[src/sv/pas_pkg.sv]
// ============================================================================
// pas_pkg: shared definitions for the pneumatic actuator sequencer
// Status and action codes, register indexes, command characters, widths and
// register reset values.
// ============================================================================
package pas_pkg;

    // Field widths
    localparam int unsigned CFG_IDX_W  = 3;
    localparam int unsigned CFG_DATA_W = 16;
    localparam int unsigned ELAPSED_W  = 17;
    localparam int unsigned S_TDATA_W  = 16;
    localparam int unsigned M_TDATA_W  = 8;

    localparam logic [ELAPSED_W-1:0] ELAPSED_MAX = {ELAPSED_W{1'b1}};

    // Result status codes
    typedef enum logic [2:0] {
        ST_OK       = 3'd0,
        ST_TIMEOUT  = 3'd1,
        ST_CONFLICT = 3'd2,
        ST_UNSTABLE = 3'd3,
        ST_NOTCMD   = 3'd4
    } status_t;

    // Actions; also the index of the target sensor in the sense vector
    typedef enum logic [1:0] {
        ACT_Z_UP       = 2'd0,
        ACT_Z_DOWN     = 2'd1,
        ACT_GRIP_OPEN  = 2'd2,
        ACT_GRIP_CLOSE = 2'd3
    } action_t;

    // Configuration register indexes
    localparam logic [CFG_IDX_W-1:0] REG_TIMEOUT  = 3'd0;
    localparam logic [CFG_IDX_W-1:0] REG_POLL     = 3'd1;
    localparam logic [CFG_IDX_W-1:0] REG_POST     = 3'd2;
    localparam logic [CFG_IDX_W-1:0] REG_STABLE   = 3'd3;
    localparam logic [CFG_IDX_W-1:0] REG_RECHECK  = 3'd4;

    // Register reset values
    localparam logic [15:0] TIMEOUT_RST = 16'd3000;
    localparam logic [7:0]  POLL_RST    = 8'd10;
    localparam logic [15:0] POST_RST    = 16'd100;
    localparam logic [9:0]  STABLE_RST  = 10'd100;
    localparam logic [9:0]  RECHECK_RST = 10'd50;

    // Command characters, upper case, plus lower-case bounds and the case offset
    localparam logic [7:0] CHAR_W     = 8'h57;  // 'W'
    localparam logic [7:0] CHAR_S     = 8'h53;  // 'S'
    localparam logic [7:0] CHAR_Q     = 8'h51;  // 'Q'
    localparam logic [7:0] CHAR_E     = 8'h45;  // 'E'
    localparam logic [7:0] CHAR_LC_A  = 8'h61;  // 'a'
    localparam logic [7:0] CHAR_LC_Z  = 8'h7A;  // 'z'
    localparam logic [7:0] CASE_DELTA = 8'h20;  // 'a' - 'A'

endpackage

[src/sv/pneumatic_actuator_sequencer_unit.sv]
// ============================================================================
// pneumatic_actuator_sequencer_unit: supervised solenoid moves
// Command characters start a move and a supervised wait on the target
// end-position sensor; 1 ms ticks drive polling, stability, timeout and the
// final confirming sample.
// ============================================================================
// Each result goes to a one-entry output register at the accept edge and shows
//   on the m_ side in the next cycle. Throughput: one item per cycle unless a
//   held result stalls s_tready; all state updates in a single pass per accept.
// Reset (aresetn low, synchronous): sequencer idle, drives off (gripper
//   closed, axis raised), no result pending, registers at their defaults.
module pneumatic_actuator_sequencer_unit (
    input  logic                                aclk,
    input  logic                                aresetn,
    // Configuration write port
    input  logic                                cfg_wr_en,
    input  logic [pas_pkg::CFG_IDX_W-1:0]       cfg_index,
    input  logic [pas_pkg::CFG_DATA_W-1:0]      cfg_wdata,
    // Input items
    input  logic                                s_tvalid,
    output logic                                s_tready,
    // [7:0] cmd_char, [8] grip_open_sense, [9] grip_closed_sense,
    // [10] z_up_sense, [11] z_down_sense, [15:12] zero
    input  logic [pas_pkg::S_TDATA_W-1:0]       s_tdata,
    // [0] op
    input  logic [0:0]                          s_tuser,
    // Result items
    output logic                                m_tvalid,
    input  logic                                m_tready,
    // [2:0] status, [4:3] action, [5] grip_solenoid, [6] z_solenoid, [7] zero
    output logic [pas_pkg::M_TDATA_W-1:0]       m_tdata
);

    localparam int unsigned EW = pas_pkg::ELAPSED_W;

    typedef enum logic [1:0] {
        PH_IDLE   = 2'd0,
        PH_WAIT   = 2'd1,
        PH_SETTLE = 2'd2
    } phase_t;

    // Target sensor of an action; sense: 0 z up, 1 z down, 2 grip open, 3 grip closed
    function automatic logic target_of(input logic [1:0] act, input logic [3:0] sense);
        target_of = sense[act];
    endfunction

    // Both sensors of the moving axis active
    function automatic logic conflict_of(input logic [1:0] act, input logic [3:0] sense);
        if (act[1]) begin
            conflict_of = sense[2] & sense[3];
        end else begin
            conflict_of = sense[0] & sense[1];
        end
    endfunction

    // Configuration registers
    logic [15:0] timeout_reg;
    logic [7:0]  poll_reg;
    logic [15:0] post_reg;
    logic [9:0]  stable_reg;
    logic [9:0]  recheck_reg;

    // Sequencer state
    phase_t          phase_reg, phase_next;
    logic [1:0]      action_reg, action_next;
    logic [EW-1:0]   elapsed_reg, elapsed_next;
    logic [7:0]      poll_cnt_reg, poll_cnt_next;
    logic            seen_reg, seen_next;
    logic [EW-1:0]   since_reg, since_next;
    logic            grip_reg, grip_next;
    logic            z_reg, z_next;

    // Output register
    logic            m_valid_reg, m_valid_next;
    logic [2:0]      m_status_reg, m_status_next;
    logic [1:0]      m_action_reg, m_action_next;
    logic            m_grip_reg, m_grip_next;
    logic            m_z_reg, m_z_next;

    // Input decode
    logic            accept;
    logic            op;
    logic [7:0]      cmd_raw;
    logic [7:0]      cmd_uc;
    logic [3:0]      sense;
    logic            cmd_hit;
    logic [1:0]      cmd_act;
    logic [EW-1:0]   elapsed_inc;
    logic [EW-1:0]   total_delay;
    logic [7:0]      poll_dec;
    logic [7:0]      poll_reload;

    // Evaluation inputs
    logic            do_eval;
    logic [EW-1:0]   eval_el;
    logic            eval_seen;
    logic [EW-1:0]   eval_since;
    logic [1:0]      eval_act;
    logic [EW-1:0]   since_now;
    logic            res_valid;
    logic [2:0]      res_status;
    logic [1:0]      res_action;

    assign accept   = s_tvalid & s_tready;
    assign s_tready = ~m_valid_reg | m_tready;
    assign op       = s_tuser[0];
    assign cmd_raw  = s_tdata[7:0];
    // Sense vector reordered to action order
    assign sense    = {s_tdata[9], s_tdata[8], s_tdata[11], s_tdata[10]};

    assign m_tvalid = m_valid_reg;
    assign m_tdata  = {1'b0, m_z_reg, m_grip_reg, m_action_reg, m_status_reg};

    // Command decode, lower case folded to upper
    always_comb begin
        if (cmd_raw >= pas_pkg::CHAR_LC_A && cmd_raw <= pas_pkg::CHAR_LC_Z) begin
            cmd_uc = cmd_raw - pas_pkg::CASE_DELTA;
        end else begin
            cmd_uc = cmd_raw;
        end
        cmd_hit = 1'b1;
        unique case (cmd_uc)
            pas_pkg::CHAR_W: cmd_act = pas_pkg::ACT_Z_UP;
            pas_pkg::CHAR_S: cmd_act = pas_pkg::ACT_Z_DOWN;
            pas_pkg::CHAR_Q: cmd_act = pas_pkg::ACT_GRIP_OPEN;
            pas_pkg::CHAR_E: cmd_act = pas_pkg::ACT_GRIP_CLOSE;
            default: begin
                cmd_act = pas_pkg::ACT_Z_UP;
                cmd_hit = 1'b0;
            end
        endcase
    end

    // Counter helpers
    assign elapsed_inc = (elapsed_reg == pas_pkg::ELAPSED_MAX) ? elapsed_reg
                                                               : elapsed_reg + 1'b1;
    assign total_delay = {1'b0, post_reg} + {{(EW-10){1'b0}}, recheck_reg};
    assign poll_dec    = (poll_cnt_reg != 8'd0) ? poll_cnt_reg - 8'd1 : 8'd0;
    assign poll_reload = (poll_reg != 8'd0) ? poll_reg : 8'd1;

    // Next-state logic: one pass per accepted item
    always_comb begin
        phase_next    = phase_reg;
        action_next   = action_reg;
        elapsed_next  = elapsed_reg;
        poll_cnt_next = poll_cnt_reg;
        seen_next     = seen_reg;
        since_next    = since_reg;
        grip_next     = grip_reg;
        z_next        = z_reg;

        res_valid  = 1'b0;
        res_status = pas_pkg::ST_OK;
        res_action = action_reg;

        do_eval    = 1'b0;
        eval_el    = elapsed_inc;
        eval_seen  = seen_reg;
        eval_since = since_reg;
        eval_act   = action_reg;
        since_now  = since_reg;

        if (accept) begin
            if (op) begin
                // Command character; ignored while busy
                if (phase_reg == PH_IDLE) begin
                    if (cmd_hit) begin
                        unique case (cmd_act)
                            pas_pkg::ACT_Z_UP:       z_next    = 1'b0;
                            pas_pkg::ACT_Z_DOWN:     z_next    = 1'b1;
                            pas_pkg::ACT_GRIP_OPEN:  grip_next = 1'b1;
                            pas_pkg::ACT_GRIP_CLOSE: grip_next = 1'b0;
                            default:                 z_next    = z_reg;
                        endcase
                        action_next  = cmd_act;
                        phase_next   = PH_WAIT;
                        elapsed_next = '0;
                        seen_next    = 1'b0;
                        since_next   = '0;
                        do_eval      = 1'b1;
                        eval_el      = '0;
                        eval_seen    = 1'b0;
                        eval_since   = '0;
                        eval_act     = cmd_act;
                    end else begin
                        res_valid  = 1'b1;
                        res_status = pas_pkg::ST_NOTCMD;
                        res_action = pas_pkg::ACT_Z_UP;
                    end
                end
            end else if (phase_reg != PH_IDLE) begin
                // Millisecond tick
                elapsed_next = elapsed_inc;
                if (phase_reg == PH_WAIT) begin
                    poll_cnt_next = poll_dec;
                    if (poll_dec == 8'd0) begin
                        do_eval = 1'b1;
                    end
                end else if (elapsed_inc >= total_delay) begin
                    phase_next = PH_IDLE;
                    res_valid  = 1'b1;
                    res_status = target_of(action_reg, sense) ? pas_pkg::ST_OK
                                                              : pas_pkg::ST_UNSTABLE;
                end
            end
        end

        // Poll evaluation: conflict, then stability, then timeout
        if (do_eval) begin
            res_action = eval_act;
            if (conflict_of(eval_act, sense)) begin
                phase_next = PH_IDLE;
                res_valid  = 1'b1;
                res_status = pas_pkg::ST_CONFLICT;
            end else begin
                if (target_of(eval_act, sense)) begin
                    since_now  = eval_seen ? eval_since : eval_el;
                    seen_next  = 1'b1;
                    since_next = since_now;
                end else begin
                    seen_next = 1'b0;
                end
                if (target_of(eval_act, sense) &&
                    (eval_el - since_now) >= {{(EW-10){1'b0}}, stable_reg}) begin
                    phase_next   = PH_SETTLE;
                    elapsed_next = '0;
                    if (total_delay == '0) begin
                        // No delay: final sample uses the same sensor bits
                        phase_next = PH_IDLE;
                        res_valid  = 1'b1;
                        res_status = pas_pkg::ST_OK;
                    end
                end else if (eval_el >= {1'b0, timeout_reg}) begin
                    phase_next = PH_IDLE;
                    res_valid  = 1'b1;
                    res_status = pas_pkg::ST_TIMEOUT;
                end else begin
                    poll_cnt_next = poll_reload;
                end
            end
        end
    end

    // Output register next values
    always_comb begin
        m_valid_next  = m_valid_reg & ~m_tready;
        m_status_next = m_status_reg;
        m_action_next = m_action_reg;
        m_grip_next   = m_grip_reg;
        m_z_next      = m_z_reg;
        if (res_valid) begin
            m_valid_next  = 1'b1;
            m_status_next = res_status;
            m_action_next = res_action;
            m_grip_next   = grip_next;
            m_z_next      = z_next;
        end
    end

    // State, configuration and output registers
    always_ff @(posedge aclk) begin
        if (!aresetn) begin
            phase_reg    <= PH_IDLE;
            action_reg   <= pas_pkg::ACT_Z_UP;
            elapsed_reg  <= '0;
            poll_cnt_reg <= '0;
            seen_reg     <= 1'b0;
            since_reg    <= '0;
            grip_reg     <= 1'b0;
            z_reg        <= 1'b0;
            m_valid_reg  <= 1'b0;
            timeout_reg  <= pas_pkg::TIMEOUT_RST;
            poll_reg     <= pas_pkg::POLL_RST;
            post_reg     <= pas_pkg::POST_RST;
            stable_reg   <= pas_pkg::STABLE_RST;
            recheck_reg  <= pas_pkg::RECHECK_RST;
        end else begin
            phase_reg    <= phase_next;
            action_reg   <= action_next;
            elapsed_reg  <= elapsed_next;
            poll_cnt_reg <= poll_cnt_next;
            seen_reg     <= seen_next;
            since_reg    <= since_next;
            grip_reg     <= grip_next;
            z_reg        <= z_next;
            m_valid_reg  <= m_valid_next;
            if (cfg_wr_en) begin
                unique case (cfg_index)
                    pas_pkg::REG_TIMEOUT: timeout_reg <= cfg_wdata;
                    pas_pkg::REG_POLL:    poll_reg    <= cfg_wdata[7:0];
                    pas_pkg::REG_POST:    post_reg    <= cfg_wdata;
                    pas_pkg::REG_STABLE:  stable_reg  <= cfg_wdata[9:0];
                    pas_pkg::REG_RECHECK: recheck_reg <= cfg_wdata[9:0];
                    default: begin
                    end
                endcase
            end
        end
        m_status_reg <= m_status_next;
        m_action_reg <= m_action_next;
        m_grip_reg   <= m_grip_next;
        m_z_reg      <= m_z_next;
    end

    // ------------------------------------------------------------------------
    // Assertions
    // ------------------------------------------------------------------------

    // While waiting the poll counter is always armed
    a_poll_armed: assert property (@(posedge aclk) disable iff (!aresetn)
        phase_reg == PH_WAIT |-> poll_cnt_reg != 8'd0)
        else $error("poll counter empty while waiting");

    // Stability start never lies ahead of elapsed time
    a_since_order: assert property (@(posedge aclk) disable iff (!aresetn)
        (phase_reg == PH_WAIT && seen_reg) |-> since_reg <= elapsed_reg)
        else $error("stable start after elapsed time");

    // A move result always leaves the sequencer idle
    a_result_idle: assert property (@(posedge aclk) disable iff (!aresetn)
        (res_valid && res_status != pas_pkg::ST_NOTCMD) |=> phase_reg == PH_IDLE)
        else $error("move result without returning to idle");

    // Unknown command reports the zero action
    a_notcmd_action: assert property (@(posedge aclk) disable iff (!aresetn)
        (m_valid_reg && m_status_reg == pas_pkg::ST_NOTCMD) |-> m_action_reg == 2'd0)
        else $error("not-a-command result with nonzero action");

    // Input stalls only behind a pending result
    a_stall_cause: assert property (@(posedge aclk) disable iff (!aresetn)
        !s_tready |-> (m_valid_reg && !m_tready))
        else $error("input stalled without a pending result");

endmodule
[config.mk]
export PLATFORM = sky130hd
export DESIGN_NAME = pneumatic_actuator_sequencer_unit
export DESIGN_NICKNAME = d
export VERILOG_FILES = /design/src/sv/pas_pkg.sv /design/src/sv/pneumatic_actuator_sequencer_unit.sv
export SDC_FILE = /design/constraint.sdc
export NUM_CORES = 1
export LEC_CHECK = 0
export BUFFER_PORTS_ARGS = -buffer_cell sky130_fd_sc_hd__buf_2
export CAP_MARGIN = 0
export CORE_MARGIN = 3
export CORE_UTILIZATION = 56
export CTS_BUF_LIST = sky130_fd_sc_hd__clkbuf_16
export CTS_CLUSTER_DIAMETER = 150
export DETAILED_ROUTE_END_ITERATION = 8
export PLACE_DENSITY = 0.85
export SYNTH_ARGS = -nofsm -noshare
export SYNTH_HDL_FRONTEND = slang
export SYNTH_SLANG_ARGS = --single-unit
[constraint.sdc]
create_clock -name aclk -period 8.4 [get_ports aclk]
set_input_delay 2.1 -clock aclk [delete_from_list [all_inputs] [get_ports aclk]]
set_output_delay 2.1 -clock aclk [all_outputs]
set_load 0.05 [all_outputs]
## Yosys cells after proc, flatten, opt, wreduce, memory -nomap -nowiden

Cells that the tools add are included.

- Reductions and logical operators: 16
- Add/subtract/negate cells: 5
- $lt $le $gt $ge: 7
- Mux-type cells: 114
- Equal/unequal tests: 13
- Bitwise gates (word level): 7

Operators with widths:

| cell | count |
|---|---|
| two-way mux 17 bit | 24 |
| two-way mux 8 bit | 11 |
| two-way mux 2 bit | 25 |
| two-way mux 1 bit | 40 |
| == test 8 x 7 -> 1 bit (second input constant) | 4 |
| two-way mux 3 bit | 9 |
| adder 16 x 10 -> 17 bit | 1 |
| adder 17 x 1 -> 17 bit (second input constant) | 1 |
| == test 17 bit (second input constant) | 1 |
| >= comparator 17 x 10 -> 1 bit | 1 |
| >= comparator 17 x 16 -> 1 bit | 1 |
| >= comparator 17 bit | 1 |
| zero test 17 bit | 1 |
| subtractor 17 bit | 1 |
| nonzero test 8 bit | 2 |
| AND reduction 2 bit | 5 |
| >= comparator 8 x 7 -> 1 bit (second input constant) | 1 |
| <= comparator 8 x 7 -> 1 bit (second input constant) | 1 |
| zero test 8 bit | 1 |
| subtractor 8 x 1 -> 8 bit (second input constant) | 1 |
| subtractor 8 x 6 -> 8 bit (second input constant) | 1 |
| == test 3 x 2 -> 1 bit (second input constant) | 2 |
| < comparator 2 x 3 -> 1 bit (second input constant) | 2 |
| one-hot mux 2 bit (3 select lines) | 1 |
| other kinds (14) | 24 |

- Output and inout port bits: 10
- Flip-flop bits (word level): 117
- Input bits: 41

## Longest topological paths before layout

Gate-level depths: netlist of run 1.

- Depth in word-level cells: 22
- Mapped depth: 29

## Least setup slack after synthesis of run 1

No wires, ideal clock.

- Kind: input port to flip-flop
- From: input s_tdata[5] in the netlist's numbering
- To: register m_action_reg[0] (enable)
- Data required time: 8027 ps
- Setup slack: 357 ps
- Path buffers: 2
- Arrival: 7670 ps
- Cell stages on the path: 27
- Cells stage by stage: inv_1 > ha_1 > or2_2 > o22ai_2 > a31oi_1 > o311ai_2 > o21ai_2 > nor3_1 > buf_4 > a22oi_1 > ha_1 > clkbuf_1 > nand3_1 > and2_1 > a21boi_0 > o21a_1 > nor2_1 > xnor2_1 > ha_1 > o21a_1 > o21ai_0 > a31oi_1 > nor4bb_1 > nand4_1 > o31ai_4 > a21oi_1 > a21oi_1

- Word-level cells in the longest chain between the ends: 21
- Elaborated cells between the ends (all ways): 53
- Classes of those cells: add/sub: 2; order compare: 4; eq/ne: 4; mux: 40; reduce/logical: 3

Ends and longest elaborated chain:

| item | line | RTL |
|---|---|---|
| start, declared | pneumatic_actuator_sequencer_unit.sv:24 | `input logic [pas_pkg::S_TDATA_W-1:0] s_tdata,` |
| >= comparator 8 x 7 -> 1 bit / <= comparator 8 x 7 -> 1 bit (equally long branches) | pneumatic_actuator_sequencer_unit.sv:116 | `if (cmd_raw >= pas_pkg::CHAR_LC_A && cmd_raw <= pas_pkg::CHAR_LC_Z) begin` |
| logical AND 1 bit | pneumatic_actuator_sequencer_unit.sv:116 |  |
| two-way mux 8 bit * | pneumatic_actuator_sequencer_unit.sv:116 |  |
| == test 8 x 7 -> 1 bit | pneumatic_actuator_sequencer_unit.sv:122 | `unique case (cmd_uc)` |
| OR reduction 4 bit (no source line) | - |  |
| two-way mux 1 bit | pneumatic_actuator_sequencer_unit.sv:122 |  |
| two-way mux 2 bit | pneumatic_actuator_sequencer_unit.sv:167 | `if (cmd_hit) begin` |
| two-way mux 2 bit | pneumatic_actuator_sequencer_unit.sv:166 | `if (phase_reg == PH_IDLE) begin` |
| [... 6 more ...] | - |  |
| two-way mux 17 bit | pneumatic_actuator_sequencer_unit.sv:209 | `if (do_eval) begin` |
| subtractor 17 bit | pneumatic_actuator_sequencer_unit.sv:224 | `(eval_el - since_now) >= {{(EW-10){1'b0}}, stable_reg}) begin` |
| >= comparator 17 x 10 -> 1 bit | pneumatic_actuator_sequencer_unit.sv:224 |  |
| logical AND 1 bit | pneumatic_actuator_sequencer_unit.sv:223 | `if (target_of(eval_act, sense) &&` |
| two-way mux 1 bit | pneumatic_actuator_sequencer_unit.sv:223 |  |
| two-way mux 1 bit | pneumatic_actuator_sequencer_unit.sv:211 | `if (conflict_of(eval_act, sense)) begin` |
| two-way mux 1 bit * | pneumatic_actuator_sequencer_unit.sv:209 |  |
| net res_valid | pneumatic_actuator_sequencer_unit.sv:100 | `logic res_valid;` |
| end signal, assigned | pneumatic_actuator_sequencer_unit.sv:300 | `m_action_reg <= m_action_next;` |
| end, declared | pneumatic_actuator_sequencer_unit.sv:76 | `logic [1:0] m_action_reg, m_action_next;` |

The timed path passes the listed nets; every way through them passes the cells marked *. The select of a mux whose other input is x is not followed.
A chain may end at the register's enable or synchronous reset.

## Worst setup path after layout of run 1

- From: input s_tdata[5] in the netlist's numbering
- To: register elapsed_reg[4]

- Word-level cells in the longest chain between the ends: 21
- Elaborated cells between the ends (all ways): 50
- Classes of those cells: add/sub: 2; order compare: 3; eq/ne: 4; mux: 38; reduce/logical: 3

Ends and longest elaborated chain:

| item | line | RTL |
|---|---|---|
| >= comparator 8 x 7 -> 1 bit / <= comparator 8 x 7 -> 1 bit (equally long branches) | pneumatic_actuator_sequencer_unit.sv:116 |  |
| logical AND 1 bit | pneumatic_actuator_sequencer_unit.sv:116 |  |
| two-way mux 8 bit * | pneumatic_actuator_sequencer_unit.sv:116 |  |
| == test 8 x 7 -> 1 bit | pneumatic_actuator_sequencer_unit.sv:122 |  |
| OR reduction 4 bit (no source line) | - |  |
| two-way mux 1 bit | pneumatic_actuator_sequencer_unit.sv:122 |  |
| two-way mux 2 bit | pneumatic_actuator_sequencer_unit.sv:167 |  |
| two-way mux 2 bit | pneumatic_actuator_sequencer_unit.sv:166 |  |
| [... 5 more ...] | - |  |
| two-way mux 17 bit | pneumatic_actuator_sequencer_unit.sv:211 |  |
| two-way mux 17 bit | pneumatic_actuator_sequencer_unit.sv:209 |  |
| subtractor 17 bit | pneumatic_actuator_sequencer_unit.sv:224 |  |
| >= comparator 17 x 10 -> 1 bit | pneumatic_actuator_sequencer_unit.sv:224 |  |
| logical AND 1 bit | pneumatic_actuator_sequencer_unit.sv:223 |  |
| two-way mux 17 bit | pneumatic_actuator_sequencer_unit.sv:223 |  |
| two-way mux 17 bit | pneumatic_actuator_sequencer_unit.sv:211 |  |
| two-way mux 17 bit * | pneumatic_actuator_sequencer_unit.sv:209 |  |
| end signal, assigned | pneumatic_actuator_sequencer_unit.sv:280 | `elapsed_reg <= elapsed_next;` |
| end, declared | pneumatic_actuator_sequencer_unit.sv:66 | `logic [EW-1:0] elapsed_reg, elapsed_next;` |

Every way passes the cells marked *; elsewhere a longest branch is shown, timed or not. The select of a mux whose other input is x is not followed.

==> summary.md, run 1 <==
| Metric | Value |
|---|---|
| Status | `completed` |
| Commonest non-fill, non-tap cells in the layout | `180 x nand2_1, 110 x dfxtp_1, 91 x nor2_1` |
| Mean Syn Cell Area | `7.77 um2` |
| Post CTS Setup Buffer Count | `0` |
| H-tree depth | `4` |
| WP data required | `8.68 ns` |
| Main flop type after synthesis | `dfxtp_1` |
| Non-Filler Instances | `1300` |
| Reg power frac | `0.410` |
| Die W | `128 um` |
| Num CTS Buffers | `17` |
| Simple-gate share of the synthesized area | `0.246` |
| RSZ-0062 raised after global routing | `no` |
| Largest family of logic cells by synthesized area | `simple AND/OR/NAND/NOR gates` |
| FF+latch area | `2410 um2` |
| Hold_ws | `0.455 ns` |
| Resize count post-CTS | `0` |
| Remaining antenna violation count | `0` |
| P_int | `1.04 mW` |
| Hold/Removal Path Class | `flip-flop to flip-flop` |
| Yosys reg bits | `117` |
| Core area | `14200 um2` |
| Synth Net Count | `1187` |
| Gate power share | `0.086` |
| Placed instance count | `1268` |
| Max_cap viols | `0` |
| Switching share of power | `0.257` |
| CP max-delay cell | `o21ai_2` |
| Die area | `16400 um2` |
| All-layer global routing usage | `0.280` |
| CTS tree | `done` |
| Worst skew pair latency | `0.43 ns` |
| Initial antenna violation count | `0` |
| Max stage delay on crit path | `0.62 ns` |
| Sequential share of the synthesized area | `0.290` |
| Final setup fails | `0` |
| FMAX | `125 MHz` |
| # IOs | `51` |
| Post-synthesis adder-cell area fraction | `0.113` |
| Detailed Route WL | `22.7 mm` |
| Max Clock Skew | `0.00796 ns` |
| GRT Residual Overflow | `0` |
| HPWL reported at the end of detailed placement | `16.5 mm` |
| Layout area overhead | `11.4%` |
| First-pass GRT wire length | `37.2 mm` |
| Clock power frac | `0.504` |
| Routed len/inst | `17.5 um` |
| Setup TNS | `0 ns` |
| Worst-path clk slew | `0.05 ns` |
| Most common cell after layout, fill and taps aside | `nand2_1` |
| Fin worst setup slack | `0.408 ns` |
| Mapped Area | `8330 um2` |
| Maximum vdd drop | `0.176 mV` |
| Period utilisation layout | `0.951` |
| Worst Setup End Kind | `flip-flop` |
| Clk root buf | `clkbuf_16` |
| Worst setup SP type | `input pin` |
| Number of synthesized flops with an enable pin | `7` |
| Max-slew headroom | `0.187` |
| Synth warn | `0` |
| Iteration-0 DRC Markers | `661` |
| First-pass DRT Iterations | `5` |
| Via count | `8038` |
| Yosys cell types | `88` |
| Hold Buf Count CTS | `0` |
| Mapped Cells | `1072` |
| IO Port Bufs | `45` |
| Starting density of the core | `0.587` |
| Worst EP arrival | `8.27 ns` |
| Switch Pwr | `359 uW` |
| Final hold vios | `0` |
| Ant diodes | `0` |
| LEAKAGE | `3.82 nW` |
| Largest net degree at the start of global routing | `50` |
| Share of cells above drive strength 1 | `0.118` |
| Crit path max fanout | `17` |
| Post-Synth XOR/XNOR Area | `0.0431` |
| Sink Count | `117` |
| Measured slew at the worst slew-check pin | `1.21 ns` |
| Multi-input logic area | `5510 um2` |
| # rows | `43` |
| DRC Markers | `0` |
| Number of global-route vias before repair | `7716` |
| Pwr dens | `151 nW/um2` |
| Kind of critical path | `input pin to flip-flop` |
| Pre-CTS setup slack | `0.130 ns` |
| Clock buffer depth | `2` |
| Total power | `1.40 mW` |
| Post-synthesis compound-gate area fraction | `0.225` |
| Fillers | `1242` |
| Final #Nets | `1222` |
| Proportion of synthesized area in mux cells | `0.0320` |
| Vias per inst | `6.18` |
| Slew Limit Fails | `0` |
| GP Congestion | `0.933` |
| Min cycle time layout | `7.99 ns` |
| Ys async rst share | `0` |
| DIE HEIGHT | `128 um` |
| Most numerous cell on the critical path | `buf_4` |
==> cell type report <==
type	instances	share of cell area
multi-input cells	853	0.594
flip-flops and latches	117	0.260
clock buffers	17	0.0459
repair buffers	62	0.0380
well taps	180	0.0243
inverters	56	0.0227
clock inverters	15	0.0152
==> layer usage <==
layer / wire length, um / global-route usage / up-vias
li1: - / - / 3909
met1: 9680 / 0.357 / 3730
met2: 10600 / 0.464 / 341
met3: 1740 / 0.0558 / 58
met4: 679 / 0.114 / 0
met5: 0 / 0 / -
==> worst max-delay path, delay by kind of cell <==
kind / cells / cell delay [ns]
fa+ha+maj: 3 / 0.95
xor+xnor: 1 / 0.11
mux: 1 / 0.36
simple gates: 9 / 1.60
buf+inv: 6 / 0.81
compound gates: 10 / 2.32
==> power by group through the flow <==
stage	clock [mW]	sequential (mW)	combinational [mW]
6_report	0.705	0.574	0.121
5_1_grt	0.732	0.575	0.132
4_1_cts	0.706	0.574	0.119
3_5_place_dp	0	0.586	0.117
3_3_place_gp	0	0.585	0.114
2_1_floorplan	0	0.585	0.0762
==> per-stage QoR <==
stage | area (um2) | utilization
CTS | 9280 | 0.653
finish | 9280 | 0.653
global placement | 8710 | 0.613
floorplan | 8330 | -
global route | 9280 | 0.653
detailed placement | 8710 | 0.613
==> cells by family (layout without fill, tap and decap cells) <==
| logic type | after synthesis | in the layout |
|---|---|---|
| and+or+nand+nor | 437 | 437 |
| AOI/OAI and AO/OA | 276 | 276 |
| DFF | 117 | 117 |
| buffers and inverters | 102 | 150 |
| adders and majority gates | 74 | 74 |
| xor gates and xnor gates | 41 | 41 |
| muxes | 24 | 24 |
| other | 1 | 1 |
==> final timing paths <==
path / endpoint / slack (ns) / cells after the start / startpoint
max: elapsed_reg[4] / 0.41 / 30 / s_tdata[5]
min: stable_reg[3] / 0.46 / 2 / stable_reg[3]
min reg2reg: stable_reg[3] / 0.46 / 2 / stable_reg[3]
max reg2reg: elapsed_reg[4] / 1.99 / 27 / phase_reg[1]
==> synth_stat cells, types with 13 or more instances <==
cell type / instances / area [um2]
nand2_1: 180 / 676
dfxtp_1: 110 / 2200
nor2_1: 91 / 342
a21oi_1: 88 / 440
ha_1: 72 / 901
inv_1: 56 / 210
o21ai_0: 51 / 255
nand3_1: 42 / 210
clkbuf_1: 36 / 135
nor3_1: 26 / 130
a22oi_1: 25 / 188
xnor2_1: 24 / 210
mux2i_1: 18 / 180
xor2_1: 17 / 149
nor2b_1: 16 / 100
nand4_1: 13 / 81.3
o211ai_1: 13 / 97.6
o21a_1: 13 / 97.6
Power figures use the tool's default switching activity.
==> inputs of run 2 (changes only) <==
--- a/config.mk
+++ b/config.mk
@@ -7,6 +7,7 @@
 export LEC_CHECK = 0
 export BUFFER_PORTS_ARGS = -buffer_cell sky130_fd_sc_hd__buf_2
 export CAP_MARGIN = 0
+export CORE_ASPECT_RATIO = 1.1
 export CORE_MARGIN = 3
 export CORE_UTILIZATION = 56
 export CTS_BUF_LIST = sky130_fd_sc_hd__clkbuf_16
==> summary.md, run 2 (synthesized netlist as in run 1, its figures left out) <==
| Metric | Value |
|---|---|
| Worst-path clk slew | `0.05 ns` |
| RSZ-0062 raised after global routing | `no` |
| Clock power frac | `0.518` |
| IO Port Bufs | `45` |
| First-pass DRT Iterations | `5` |
| Switching share of power | `0.240` |
| Routed len/inst | `17.2 um` |
| Most numerous cell on the critical path | `buf_4` |
| Largest net degree at the start of global routing | `50` |
| WP data required | `8.54 ns` |
| Gate power share | `0.085` |
| Sink Count | `117` |
| Min-delay src | `timeout_reg[13]` |
| FMAX | `127 MHz` |
| FF+latch area | `2410 um2` |
| Hold Buf Count CTS | `0` |
| H-tree depth | `4` |
| Worst skew pair latency | `0.43 ns` |
| # rows | `46` |
| GP Congestion | `0.924` |
| Max Clock Skew | `0.00585 ns` |
| Hold/Removal Path Class | `flip-flop to flip-flop` |
| Fillers | `1258` |
| First-pass GRT wire length | `36.5 mm` |
| All-layer global routing usage | `0.279` |
| Worst setup SP type | `input pin` |
| CP max-delay cell | `fa_1` |
| Switch Pwr | `346 uW` |
| DIE HEIGHT | `134 um` |
| Crit path from | `s_tdata[5]` |
| Core area | `14500 um2` |
| Critical path buffers and inverters | `7` |
| Max-slew headroom | `0.198` |
| Clock buffer depth | `2` |
| Vias per inst | `6.13` |
| Initial antenna violation count | `0` |
| LEAKAGE | `3.87 nW` |
| Iteration-0 DRC Markers | `591` |
| P_int | `1.10 mW` |
| Period utilisation layout | `0.939` |
| Commonest non-fill, non-tap cells in the layout | `180 x nand2_1, 110 x dfxtp_1, 91 x nor2_1` |
| Setup TNS | `0 ns` |
| Starting density of the core | `0.574` |
| Status | `completed` |
| Pwr dens | `155 nW/um2` |
| Via count | `8055` |
| Maximum vdd drop | `0.144 mV` |
| Multi-input logic area | `5510 um2` |
| Clk root buf | `clkbuf_16` |
| Die area | `16400 um2` |
| HPWL reported at the end of detailed placement | `16.4 mm` |
| Ant diodes | `0` |
| Reg power frac | `0.398` |
| Min cycle time layout | `7.89 ns` |
| CTS tree | `done` |
| # IOs | `51` |
| GRT Residual Overflow | `0` |
| Final hold vios | `0` |
| Crit path max fanout | `12` |
| Worst R2R Start | `phase_reg[0]` |
| Kind of critical path | `input pin to flip-flop` |
| Remaining antenna violation count | `0` |
| Die W | `122 um` |
| Max_cap viols | `0` |
| Finished Core Util | `0.643` |
| Number of global-route vias before repair | `7601` |
| Worst EP arrival | `8.03 ns` |
| Max stage delay on crit path | `0.42 ns` |
| Final #Nets | `1223` |
| Met1 WL | `9.42 mm` |
| DRC Markers | `0` |
| Measured slew at the worst slew-check pin | `1.20 ns` |
| Final setup fails | `0` |
| Met2 wire length | `10.5 mm` |
| Num CTS Buffers | `17` |
| Share of cells above drive strength 1 | `0.118` |
| Post CTS Setup Buffer Count | `0` |
| Metal3 WL | `1.66 mm` |
| Most common cell after layout, fill and taps aside | `nand2_1` |
| Slew Limit Fails | `0` |
| Worst Setup End Kind | `flip-flop` |
| Detailed Route WL | `22.6 mm` |
| Crit path max-delay family | `compound AO/OA/AOI/OAI gates` |
| Top layer in use | `met4` |
| Layout area overhead | `12.0%` |
| Resize count post-CTS | `0` |
==> run 2: cell types whose count changed in the layout (fill, tap and decap cells not counted) <==
cell	previous run	this run
buf_4	17	18
bufinv_16	2	4
clkinv_2	2	5
clkinv_4	2	1
clkinvlp_4	4	0
inv_1	58	59
inv_6	1	0
==> run 2: layout make-up <==
| cell class | instances | share of cell area |
|---|---|---|
| Multi-Input combinational cell | 853 | 0.591 |
| Sequential cell | 117 | 0.259 |
| Clock buffer | 17 | 0.0456 |
| Timing Repair Buffer | 63 | 0.0386 |
| Tap cell | 192 | 0.0257 |
| Inverter | 56 | 0.0225 |
| Clock inverter | 15 | 0.0185 |
==> run 2: layer usage <==
metal | GRT usage | vias up
li1 | - | 3905
met1 | 0.341 | 3738
met5 | 0 | -
met3 | 0.0603 | 82
met2 | 0.460 | 330
met4 | 0.144 | 0
==> run 2: worst reg2reg max path: cells and delay by family (launching register included) <==
kind / cells / cell delay (ns)
DFF: 1 / 0.38
and+or+nand+nor: 7 / 1.55
AOI/OAI and AO/OA: 13 / 2.52
buffers and inverters: 4 / 0.64
xor gates and xnor gates: 1 / 0.13
adders and majority gates: 3 / 0.82
==> run 2: worst paths after layout <==
kind	endpoint	slack (ns)	depth (start not counted)
worst max-delay path	m_grip_reg	0.51	33
worst min register to register	timeout_reg[13]	0.46	2
worst min-delay path	timeout_reg[13]	0.46	2
worst max register to register	m_grip_reg	2.06	28
==> run 2: metrics by stage <==
stage	std cells	instance area, um2	setup WS [ns]	hold slack [ns]	total power [mW]
after floorplan	1072	8330	0.357	0.433	0.662
after global placement	1280	8730	0.293	0.443	0.699
after detailed placement	1280	8730	0.141	0.448	0.703
after CTS	1312	9320	0.545	0.455	1.44
after global routing	1313	9330	0.0258	0.485	1.48
final	1313	9330	0.509	0.455	1.44
==> run 2: power groups by stage <==
stage | logic (mW) | registers (mW) | clock network, mW
after CTS | 0.119 | 0.574 | 0.751
final | 0.122 | 0.574 | 0.747
after global placement | 0.114 | 0.585 | 0
after detailed placement | 0.118 | 0.586 | 0
after global routing | 0.133 | 0.574 | 0.775
after floorplan | 0.0762 | 0.585 | 0
==> inputs of run 3 (changes only) <==
--- a/config.mk
+++ b/config.mk
@@ -7,13 +7,15 @@
 export LEC_CHECK = 0
 export BUFFER_PORTS_ARGS = -buffer_cell sky130_fd_sc_hd__buf_2
 export CAP_MARGIN = 0
+export CELL_PAD_IN_SITES_DETAIL_PLACEMENT = 1
+export CELL_PAD_IN_SITES_GLOBAL_PLACEMENT = 2
 export CORE_ASPECT_RATIO = 1.1
 export CORE_MARGIN = 3
-export CORE_UTILIZATION = 56
+export CORE_UTILIZATION = 33
 export CTS_BUF_LIST = sky130_fd_sc_hd__clkbuf_16
 export CTS_CLUSTER_DIAMETER = 150
 export DETAILED_ROUTE_END_ITERATION = 8
-export PLACE_DENSITY = 0.85
+export PLACE_DENSITY = 0.83
 export SYNTH_ARGS = -nofsm -noshare
 export SYNTH_HDL_FRONTEND = slang
 export SYNTH_SLANG_ARGS = --single-unit
==> summary.md, run 3 (synthesized netlist as in run 1, its figures left out) <==
| Metric | Value |
|---|---|
| Worst setup SP type | `input pin` |
| Largest net degree at the start of global routing | `40` |
| Fin worst setup slack | `0.485 ns` |
| All-layer global routing usage | `0.196` |
| Post CTS Setup Buffer Count | `0` |
| Kind of critical path | `input pin to flip-flop` |
| Layout area overhead | `14.2%` |
| Number of global-route vias before repair | `7909` |
| Die W | `158 um` |
| Worst R2R Start | `phase_reg[0]` |
| Sink Count | `117` |
| Hold/Removal Path Class | `flip-flop to flip-flop` |
| Commonest non-fill, non-tap cells in the layout | `180 x nand2_1, 110 x dfxtp_1, 91 x nor2_1` |
| First-pass DRT Iterations | `4` |
| Worst skew pair latency | `0.42 ns` |
| Reg2Reg Depth | `27` |
| Pre-CTS setup slack | `0.123 ns` |
| Multi-input logic area | `5510 um2` |
| DRC Markers | `0` |
| Share of cells above drive strength 1 | `0.127` |
| Max Clock Skew | `0.00902 ns` |
| Final setup fails | `0` |
| Hold Crit Depth | `2` |
| Most common cell after layout, fill and taps aside | `nand2_1` |
| DIE HEIGHT | `173 um` |
| FMAX | `126 MHz` |
| CP max-delay cell | `a311o_1` |
| Vias per inst | `5.45` |
| Final hold vios | `0` |
| Maximum vdd drop | `0.132 mV` |
| Clk root buf | `clkbuf_16` |
| Core area | `24600 um2` |
| Worst EP arrival | `8.05 ns` |
| GP Congestion | `0.854` |
| Initial antenna violation count | `0` |
| Remaining antenna violation count | `0` |
| Die area | `27200 um2` |
| Final #Nets | `1230` |
| Max stage delay on crit path | `0.45 ns` |
| Measured slew at the worst slew-check pin | `0.989 ns` |
| Routed len/inst | `18.4 um` |
| Slew Limit Fails | `0` |
| Fillers | `3070` |
| # rows | `60` |
| Hold Buf Count CTS | `0` |
| Total power | `1.43 mW` |
| GRT Residual Overflow | `0` |
| Starting density of the core | `0.338` |
| Crit path from | `s_tdata[5]` |
| RSZ-0062 raised after global routing | `no` |
| Crit path max fanout | `7` |
| Max_cap viols | `0` |
| Clock buffer depth | `2` |
| Iteration-0 DRC Markers | `360` |
| LEAKAGE | `3.86 nW` |
| IO Port Bufs | `45` |
| Worst-path clk slew | `0.06 ns` |
| HPWL reported at the end of detailed placement | `20.4 mm` |
| Min-delay src | `stable_reg[9]` |
| CTS tree | `done` |
| H-tree depth | `4` |
| Resize count post-CTS | `0` |
| Pwr dens | `150 nW/um2` |
| Period utilisation layout | `0.942` |
| Via count | `7841` |
| Min cycle time layout | `7.91 ns` |
| Post-DP Area | `8930 um2` |
| Worst Setup End Kind | `flip-flop` |
| First-pass GRT wire length | `42.8 mm` |
| Setup TNS | `0 ns` |
| Detailed Route WL | `26.5 mm` |
| Max-slew headroom | `0.340` |
| Design area | `9510 um2` |
| Status | `completed` |
| # IOs | `51` |
| Ant diodes | `0` |
| Num CTS Buffers | `17` |
| FF+latch area | `2410 um2` |
| WP data required | `8.53 ns` |
-- run 3: cell count changes in the layout (fill, tap and decap cells not counted) --
cell,previous run,this run
clkinvlp_4,0,4
buf_4,18,25
inv_1,59,56
clkinv_2,5,3
clkinv_1,2,1
bufinv_16,4,2
inv_6,0,4
-- run 3: stage by stage --
step | cells | hold WS [ns] | utilization
floorplan | 1072 | 0.433 | -
global placement | 1406 | 0.444 | 0.363
detailed placement | 1406 | 0.449 | 0.363
CTS | 1438 | 0.457 | 0.386
global route | 1438 | 0.475 | 0.386
finish | 1438 | 0.458 | 0.386
-- run 3: final timing paths --
check	slack, ns	end
setup / recovery	0.49	m_action_reg[0]
setup reg to reg	1.91	m_action_reg[0]
hold / removal	0.46	stable_reg[9]
hold reg to reg	0.46	stable_reg[9]
-- run 3: critical path, delay by kind of cell --
kind	cells	cell delay [ns]
mux	1	0.36
buf+inv	6	0.78
fa+ha+maj	4	1.05
simple gates	10	1.70
compound gates	9	2.06
-- run 3: area by class of cell --
cell class,count,share of cell area
Clock buffer,17,0.0447
Clock inverter,15,0.0160
Inverter,56,0.0221
Multi-Input combinational cell,853,0.579
Sequential cell,117,0.254
Tap cell,310,0.0408
Timing Repair Buffer,70,0.0434
-- run 3: power breakdown --
group	total, mW	internal, mW	switching (mW)
Clock	0.731	0.437	0.294
Combinational	0.125	0.0424	0.0828
Sequential	0.574	0.568	0.00543
Total	1.43	1.05	0.382
-- run 3: routing by layer --
metal	GRT usage	wire, um	vias to the layer above
met5	0	0	-
met4	0.0524	439	0
met3	0.0225	560	28
met2	0.327	12700	105
met1	0.267	12800	3799
li1	-	-	3909
